<file path="src/rtl/core/dxt_pkg.sv">
// Types, constants and palette arithmetic of the block decoder.
package dxt_pkg;

    localparam int Q_DEPTH = 2;
    localparam int Q_PTR_W = $clog2(Q_DEPTH);
    localparam int Q_CNT_W = $clog2(Q_DEPTH + 1);

    localparam logic [3:0] LAST_PIXEL = 4'd15;
    localparam logic [7:0] ALPHA_OPAQUE = 8'hff;
    localparam logic [7:0] ALPHA_CLEAR  = 8'h00;

    typedef struct packed {
        logic        kind;
        logic [63:0] color_block;
        logic [63:0] alpha_block;
    } t_in_word;

    typedef struct packed {
        logic [7:0] red;
        logic [7:0] green;
        logic [7:0] blue;
        logic [7:0] alpha;
        logic [3:0] pixel_index;
        logic       last;
    } t_out_word;

    typedef struct packed {
        logic [7:0] r;
        logic [7:0] g;
        logic [7:0] b;
        logic [7:0] a;
    } t_rgba;

    // One classified block with its palettes resolved.
    typedef struct packed {
        logic            dxt5;
        logic [31:0]     cidx;
        logic [47:0]     aidx;
        t_rgba [3:0]     cpal;
        logic [7:0][7:0] apal;
    } t_entry;

    typedef struct packed {
        logic full;
        logic empty;
    } t_q_status;

    function automatic logic [7:0] widen5(input logic [4:0] v);
        return {v, v[4:2]};
    endfunction

    function automatic logic [7:0] widen6(input logic [5:0] v);
        return {v, v[5:4]};
    endfunction

    // Reciprocal multiplications, exact over the ranges the palettes produce.
    function automatic logic [7:0] div3(input logic [9:0] x);
        logic [19:0] p;
        p = 20'(x) * 20'd683;
        return p[18:11];
    endfunction

    function automatic logic [7:0] div5(input logic [10:0] x);
        logic [21:0] p;
        p = 22'(x) * 22'd1639;
        return p[20:13];
    endfunction

    function automatic logic [7:0] div7(input logic [10:0] x);
        logic [22:0] p;
        p = 23'(x) * 23'd2341;
        return p[21:14];
    endfunction

endpackage

</file>
<file path="src/rtl/core/dxt_front.sv">
// Front end: accepts a block, builds its color and alpha palettes, holds one entry.
module dxt_front (
    input  logic              i_clk,
    input  logic              i_rst_n,
    input  logic              i_take,
    input  dxt_pkg::t_in_word i_block,
    input  logic              i_q_full,
    output logic              o_push,
    output dxt_pkg::t_entry   o_entry,
    output logic              o_busy
);
    import dxt_pkg::*;

    logic   r_valid, n_valid;
    t_entry r_entry, n_entry;

    logic [15:0] e0, e1;
    logic [7:0]  a0, a1;
    logic        four;
    logic [7:0]  c0 [3];
    logic [7:0]  c1 [3];
    logic [7:0]  p2 [3];
    logic [7:0]  p3 [3];
    logic [8:0]  half;
    logic [10:0] s7, s5;

    assign e0   = i_block.color_block[15:0];
    assign e1   = i_block.color_block[31:16];
    assign a0   = i_block.alpha_block[7:0];
    assign a1   = i_block.alpha_block[15:8];
    assign four = i_block.kind || (e0 > e1);

    assign c0[0] = widen5(e0[15:11]);
    assign c0[1] = widen6(e0[10:5]);
    assign c0[2] = widen5(e0[4:0]);
    assign c1[0] = widen5(e1[15:11]);
    assign c1[1] = widen6(e1[10:5]);
    assign c1[2] = widen5(e1[4:0]);

    always_comb begin
        half = '0;
        for (int ch = 0; ch < 3; ch++) begin
            half = 9'(c0[ch]) + 9'(c1[ch]) + 9'd1;
            if (four) begin
                p2[ch] = div3({1'b0, c0[ch], 1'b0} + 10'(c1[ch]) + 10'd1);
                p3[ch] = div3(10'(c0[ch]) + {1'b0, c1[ch], 1'b0} + 10'd1);
            end else begin
                p2[ch] = half[8:1];
                p3[ch] = 8'd0;
            end
        end
    end

    always_comb begin
        n_entry.dxt5 = i_block.kind;
        n_entry.cidx = i_block.color_block[63:32];
        n_entry.aidx = i_block.alpha_block[63:16];
        n_entry.cpal[0] = '{r: c0[0], g: c0[1], b: c0[2], a: ALPHA_OPAQUE};
        n_entry.cpal[1] = '{r: c1[0], g: c1[1], b: c1[2], a: ALPHA_OPAQUE};
        n_entry.cpal[2] = '{r: p2[0], g: p2[1], b: p2[2], a: ALPHA_OPAQUE};
        n_entry.cpal[3] = '{r: p3[0], g: p3[1], b: p3[2],
                            a: four ? ALPHA_OPAQUE : ALPHA_CLEAR};
        n_entry.apal[0] = a0;
        n_entry.apal[1] = a1;
        s7 = '0;
        s5 = '0;
        for (int k = 2; k < 8; k++) begin
            if (a0 > a1) begin
                s7 = 11'(a0) * 11'(8 - k) + 11'(a1) * 11'(k - 1) + 11'd3;
                n_entry.apal[k] = div7(s7);
            end else if (k == 6) begin
                n_entry.apal[k] = 8'd0;
            end else if (k == 7) begin
                n_entry.apal[k] = 8'd255;
            end else begin
                s5 = 11'(a0) * 11'(6 - k) + 11'(a1) * 11'(k - 1) + 11'd2;
                n_entry.apal[k] = div5(s5);
            end
        end
    end

    assign o_push  = r_valid && !i_q_full;
    assign o_busy  = r_valid && i_q_full;
    assign o_entry = r_entry;

    always_comb begin
        n_valid = r_valid;
        if (i_take) begin
            n_valid = 1'b1;
        end else if (o_push) begin
            n_valid = 1'b0;
        end
    end

    always_ff @(posedge i_clk) begin
        if (!i_rst_n) begin
            r_valid <= 1'b0;
        end else begin
            r_valid <= n_valid;
        end
    end

    always_ff @(posedge i_clk) begin
        if (i_take) begin
            r_entry <= n_entry;
        end
    end

endmodule

</file>
<file path="src/rtl/core/dxt_queue.sv">
// Short queue of classified blocks between the front end and the pixel stage.
module dxt_queue (
    input  logic               i_clk,
    input  logic               i_rst_n,
    input  logic               i_push,
    input  dxt_pkg::t_entry    i_entry,
    input  logic               i_pop,
    output dxt_pkg::t_entry    o_head,
    output dxt_pkg::t_q_status o_status
);
    import dxt_pkg::*;

    t_entry               r_slot [Q_DEPTH];
    logic [Q_PTR_W-1:0]   r_wptr, n_wptr;
    logic [Q_PTR_W-1:0]   r_rptr, n_rptr;
    logic [Q_CNT_W-1:0]   r_count, n_count;

    assign o_status.full  = (r_count == Q_CNT_W'(Q_DEPTH));
    assign o_status.empty = (r_count == '0);
    assign o_head         = r_slot[r_rptr];

    always_comb begin
        n_wptr  = r_wptr;
        n_rptr  = r_rptr;
        n_count = r_count;
        if (i_push) begin
            n_wptr = (r_wptr == Q_PTR_W'(Q_DEPTH - 1)) ? '0 : r_wptr + 1'b1;
        end
        if (i_pop) begin
            n_rptr = (r_rptr == Q_PTR_W'(Q_DEPTH - 1)) ? '0 : r_rptr + 1'b1;
        end
        if (i_push && !i_pop) begin
            n_count = r_count + 1'b1;
        end else if (!i_push && i_pop) begin
            n_count = r_count - 1'b1;
        end
    end

    always_ff @(posedge i_clk) begin
        if (!i_rst_n) begin
            r_wptr  <= '0;
            r_rptr  <= '0;
            r_count <= '0;
        end else begin
            r_wptr  <= n_wptr;
            r_rptr  <= n_rptr;
            r_count <= n_count;
        end
    end

    always_ff @(posedge i_clk) begin
        if (i_push) begin
            r_slot[r_wptr] <= i_entry;
        end
    end

endmodule

</file>
<file path="src/rtl/core/dxt_back.sv">
// Pixel stage: walks the head block's indices and emits one pixel word per cycle while the queue holds a block.
module dxt_back (
    input  logic               i_clk,
    input  logic               i_rst_n,
    input  dxt_pkg::t_entry    i_head,
    input  dxt_pkg::t_q_status i_status,
    output logic               o_pop,
    output dxt_pkg::t_out_word o_result,
    output logic               o_strobe
);
    import dxt_pkg::*;

    logic [3:0] r_cnt, n_cnt;
    logic       r_strobe;
    t_out_word  r_result, n_result;
    logic       run;
    logic [1:0] code;
    logic [2:0] acode;
    logic [5:0] abase;
    t_rgba      color;

    assign run   = !i_status.empty;
    assign o_pop = run && (r_cnt == LAST_PIXEL);
    assign abase = 6'(r_cnt) * 6'd3;
    assign code  = i_head.cidx[{r_cnt, 1'b0} +: 2];
    assign acode = i_head.aidx[abase +: 3];
    assign color = i_head.cpal[code];

    always_comb begin
        n_result.red         = color.r;
        n_result.green       = color.g;
        n_result.blue        = color.b;
        n_result.alpha       = i_head.dxt5 ? i_head.apal[acode] : color.a;
        n_result.pixel_index = r_cnt;
        n_result.last        = (r_cnt == LAST_PIXEL);
        n_cnt                = run ? r_cnt + 1'b1 : r_cnt;
    end

    always_ff @(posedge i_clk) begin
        if (!i_rst_n) begin
            r_cnt    <= '0;
            r_strobe <= 1'b0;
        end else begin
            r_cnt    <= n_cnt;
            r_strobe <= run;
        end
    end

    always_ff @(posedge i_clk) begin
        if (run) begin
            r_result <= n_result;
        end
    end

    assign o_result = r_result;
    assign o_strobe = r_strobe;

endmodule

</file>
<file path="src/rtl/core/dxt_block_decoder.sv">
// An accepted block passes the front register, a queue slot and the pixel result register
// before its first pixel shows. Output is one pixel word per cycle while the queue holds a block.
// The pixel stage walking 16 indices limits the block rate; the two-entry queue and the
// front register hold up to three blocks, the one being walked included, then busy rises.
// Synchronous active-low reset empties the front register and queue and drops strobe.
module dxt_block_decoder (
    input  logic               i_clk,
    input  logic               i_rst_n,
    input  logic               start,
    input  dxt_pkg::t_in_word  i_block,
    output logic               busy,
    output logic               strobe,
    output dxt_pkg::t_out_word o_result
);
    import dxt_pkg::*;

    logic      take, push, pop;
    t_entry    front_entry, head;
    t_q_status q_status;

    assign take = start && !busy;

    dxt_front u_front (
        .i_clk    (i_clk),
        .i_rst_n  (i_rst_n),
        .i_take   (take),
        .i_block  (i_block),
        .i_q_full (q_status.full),
        .o_push   (push),
        .o_entry  (front_entry),
        .o_busy   (busy)
    );

    dxt_queue u_queue (
        .i_clk    (i_clk),
        .i_rst_n  (i_rst_n),
        .i_push   (push),
        .i_entry  (front_entry),
        .i_pop    (pop),
        .o_head   (head),
        .o_status (q_status)
    );

    dxt_back u_back (
        .i_clk    (i_clk),
        .i_rst_n  (i_rst_n),
        .i_head   (head),
        .i_status (q_status),
        .o_pop    (pop),
        .o_result (o_result),
        .o_strobe (strobe)
    );

endmodule

</file>
<file path="config.mk">
export PLATFORM = sky130hd
export DESIGN_NAME = dxt_block_decoder
export DESIGN_NICKNAME = d
export VERILOG_FILES = /design/src/rtl/core/dxt_pkg.sv /design/src/rtl/core/dxt_front.sv /design/src/rtl/core/dxt_queue.sv /design/src/rtl/core/dxt_back.sv /design/src/rtl/core/dxt_block_decoder.sv
export SDC_FILE = /design/constraint.sdc
export NUM_CORES = 2
export LEC_CHECK = 0
export CAP_MARGIN = 20
export CORE_MARGIN = 5
export CORE_UTILIZATION = 55
export DETAILED_ROUTE_END_ITERATION = 7
export DONT_BUFFER_PORTS = 1
export PLACE_DENSITY = 0.7
export SKIP_CTS_REPAIR_TIMING = 1
export SLEW_MARGIN = 5
export SYNTH_ARGS = -nofsm -noshare
export SYNTH_HDL_FRONTEND = slang
export SYNTH_SLANG_ARGS = --single-unit
export TNS_END_PERCENT = 10
</file>
<file path="constraint.sdc">
create_clock -name i_clk -period 27.7 [get_ports i_clk]
set_clock_uncertainty 0.1 [all_clocks]
set_input_delay 5.54 -clock i_clk [delete_from_list [all_inputs] [get_ports i_clk]]
set_output_delay 5.54 -clock i_clk [all_outputs]
set_load 0.01 [all_outputs]
</file>
==> results.md <==
- Status: complete, but fails checks
- Violations in the final reports: DRC
- Fmax: 0.0792 GHz
- Final #Nets: 6,465
- Clock sinks: 726
- DP HPWL: 94,100 um
- Worst hold slack: 0.317 ns
- Core area: 0.107 mm^2
- Prevailing post-synth register cell: edfxtp_1
- Slowest cell on crit path: o41ai_1
- Simple-gate share of the synthesized area: under 10%
- Fill cell count: 8,434
- Crit-path leading delay family: adder cells
- Via density per instance: around 5.6
- Routed WL: 121,000 um
- Worst-Margin Slew: 0.961 ns
- Via count: 34,800
- Critical path arrival: between 10 and 15 ns
- Post-route cell area: 0.0639 mm^2
- Routed Antenna Nets: 0
- Gr usage total: approximately a fifth
- Rel. slew slack: 35.9%
- Yosys top cell area share: between 30% and 40%
- Synth Net Count: between 6,000 and 7,000
- WS Path Type: input pin to flip-flop
- Worst Setup End Kind: flip-flop
- Yosys cell types: 79
- Clock Path Buffers: 3
- Synth Area in Compound Gates: 6.57%
- XOR/XNOR Fraction of Synth Area: about 4.3%
- Worst Hold Class: flip-flop to flip-flop
- 1st-pass router iterations: 8
- Mean post-synth cell area: 12.7 um^2
- Antenna violations before repair: 2
- Clock Latency Late Sink: 0.62 ns
- Initial core utilization: 55.5%
- Asr flop ratio synth: 0%
- CP startpoint kind: input pin
- H-tree depth: 3
- Sequential area share after synthesis: 36.4%
- First-pass GRT wire length: 195,000 um
- Pin count of the biggest net entering global routing: 163
- Mapped Cells: 4,704
- Min-delay src: u_front.o_entry[190]
- Yosys top cell by area: edfxtp_1
- Die H: around 340 um
- Final hold viol count: 0
- Port buffer count: 0
- Final setup viols: 0
- Clk root buf: clkbuf_16
- Unrepaired setup endpoints after global routing: no
- Cell Area, Synth: 0.0596 mm^2
- Post-synthesis mux area share: 5.11%
- Grt total ovfl: 0
- DP Worst Slack: 14.54 ns
- Flops & latches, synth: 726
- Number of flops mapped to enable cells by yosys: slightly above 700
- Most common cell type on the critical path: ha_1
- Top Ports: 171
- Minimum clock period: 12.63 ns
- Starting DRT DRC Count: 1,902
- Synthesis warning total: 0
- Top cells by area, synth: edfxtp_1 (36%), ha_1 (25%), fa_1 (13%)
- CTS tree: done
- Per-cell routed wire length: 19.5 um
- Worst Path Max Fanout: 27
- Slowest stage delay, CP: approximately 0.78 ns
- CP Buf/Inv Count: 2
- Period utilisation layout: 45.6%
- Vias in the first global route: around 36,000
- Area Growth Syn to Fin: 7.12%
- Die W: roughly 340 um
- Num CTS Buffers: 77
- Clock slew seen by the registers of the worst setup and hold paths: 0.06 ns
- Worst EP required: 27.96 ns
- Setup crit start: i_block[8]
- Worst setup slack after layout: 15.07 ns
- Layout cell share with drive strength beyond 1: 6.02%
- Main combinational cell family by area after synthesis: adder cells
- Adder-cell share of the synthesized area: 38.1%
- # rows: between 100 and 150
- Setup TNS Final: 0 ns
- Number of remaining DRC errors: 2
- Max-cap violations: 0
- Placed Area: 0.0613 mm^2
- GPL Wtd Cong: 0.895
- Die area: 0.115 mm^2
- Commonest non-fill, non-tap cell in the layout: ha_1
- Slew Viols, Final: 0
- Commonest cells after routing, fill and taps aside: ha_1 (1,199), inv_1 (730), edfxtp_1 (715)
flip-flops by register name, summed over array words and instances (netlist names), named ones only:
name / flops
u_back.o_strobe: 1
u_queue.r_wptr: 1
u_front.r_valid: 1
u_queue.r_rptr: 1
u_queue.r_slot: 452
u_queue.r_count: 2
u_back.o_result: 37
u_front.o_entry: 226
u_back.r_cnt: 4
metrics by stage:
| step | std cells | utilization, % |
|---|---|---|
| 2_1_floorplan | 4704 | - |
| 5_1_grt | 6217 | 59.5 |
| 3_3_place_gp | 6071 | 57.1 |
| 4_1_cts | 6215 | 59.4 |
| 3_5_place_dp | 6071 | 57.1 |
| 6_report | 6222 | 59.5 |
cells by family after synthesis:
logic type                 count (synthesis)
muxes                                    148
adders and majority gates               1584
DFF                                      726
xor gates and xnor gates                 296
AOI/OAI and AO/OA                        614
buffers and inverters                    792
and+or+nand+nor                          544
cell usage after synthesis (19+ instances only):
cell type,n
ha_1,1199
inv_1,730
edfxtp_1,715
fa_1,385
xnor2_1,214
a21oi_1,202
nor2_1,165
nand2_1,124
mux4_2,122
xor2_1,82
o21ai_1,80
o21bai_1,63
a21o_1,58
nor3_1,55
nand3_1,41
o21ai_0,36
clkbuf_1,32
o21a_1,30
nor2b_1,27
and3_1,23
or3_1,20
a211oi_1,19
nand2b_1,19
per-layer routing:
metal | wire, um | vias to the layer above | share of wire [%] | global-route usage (%)
met5 | 11 | - | 0.0091 | 0
met4 | 1960 | 2 | 1.6 | 3.73
met3 | 5560 | 124 | 4.6 | 2.68
met2 | 57400 | 597 | 47 | 35.2
met1 | 56600 | 17200 | 47 | 30.6
li1 | - | 16900 | - | -
final timing paths:
check | to | slack [ns] | cells past startpoint
max reg2reg | u_back.o_result[21] | 23.27 | 8
max | u_front.o_entry[39] | 15.07 | 27
min | u_queue.r_slot[0][166] | 0.32 | 0
min reg2reg | u_queue.r_slot[0][166] | 0.32 | 0
layout make-up:
class | count | area, um^2 | share of cell area [%]
multi-input cells | 3186 | 34900 | 54.7
diodes | 5 | 12.5 | 0.0196
flip-flops and latches | 726 | 21700 | 34.0
clock buffers | 103 | 2050 | 3.20
repair buffers | 20 | 193 | 0.302
well taps | 1403 | 1760 | 2.75
clock inverters | 41 | 458 | 0.717
inverters | 738 | 2770 | 4.34
Power is left out: the tool's default activity adds up to more than one toggle a clock period on the data nets, which glitch-free logic cannot reach.
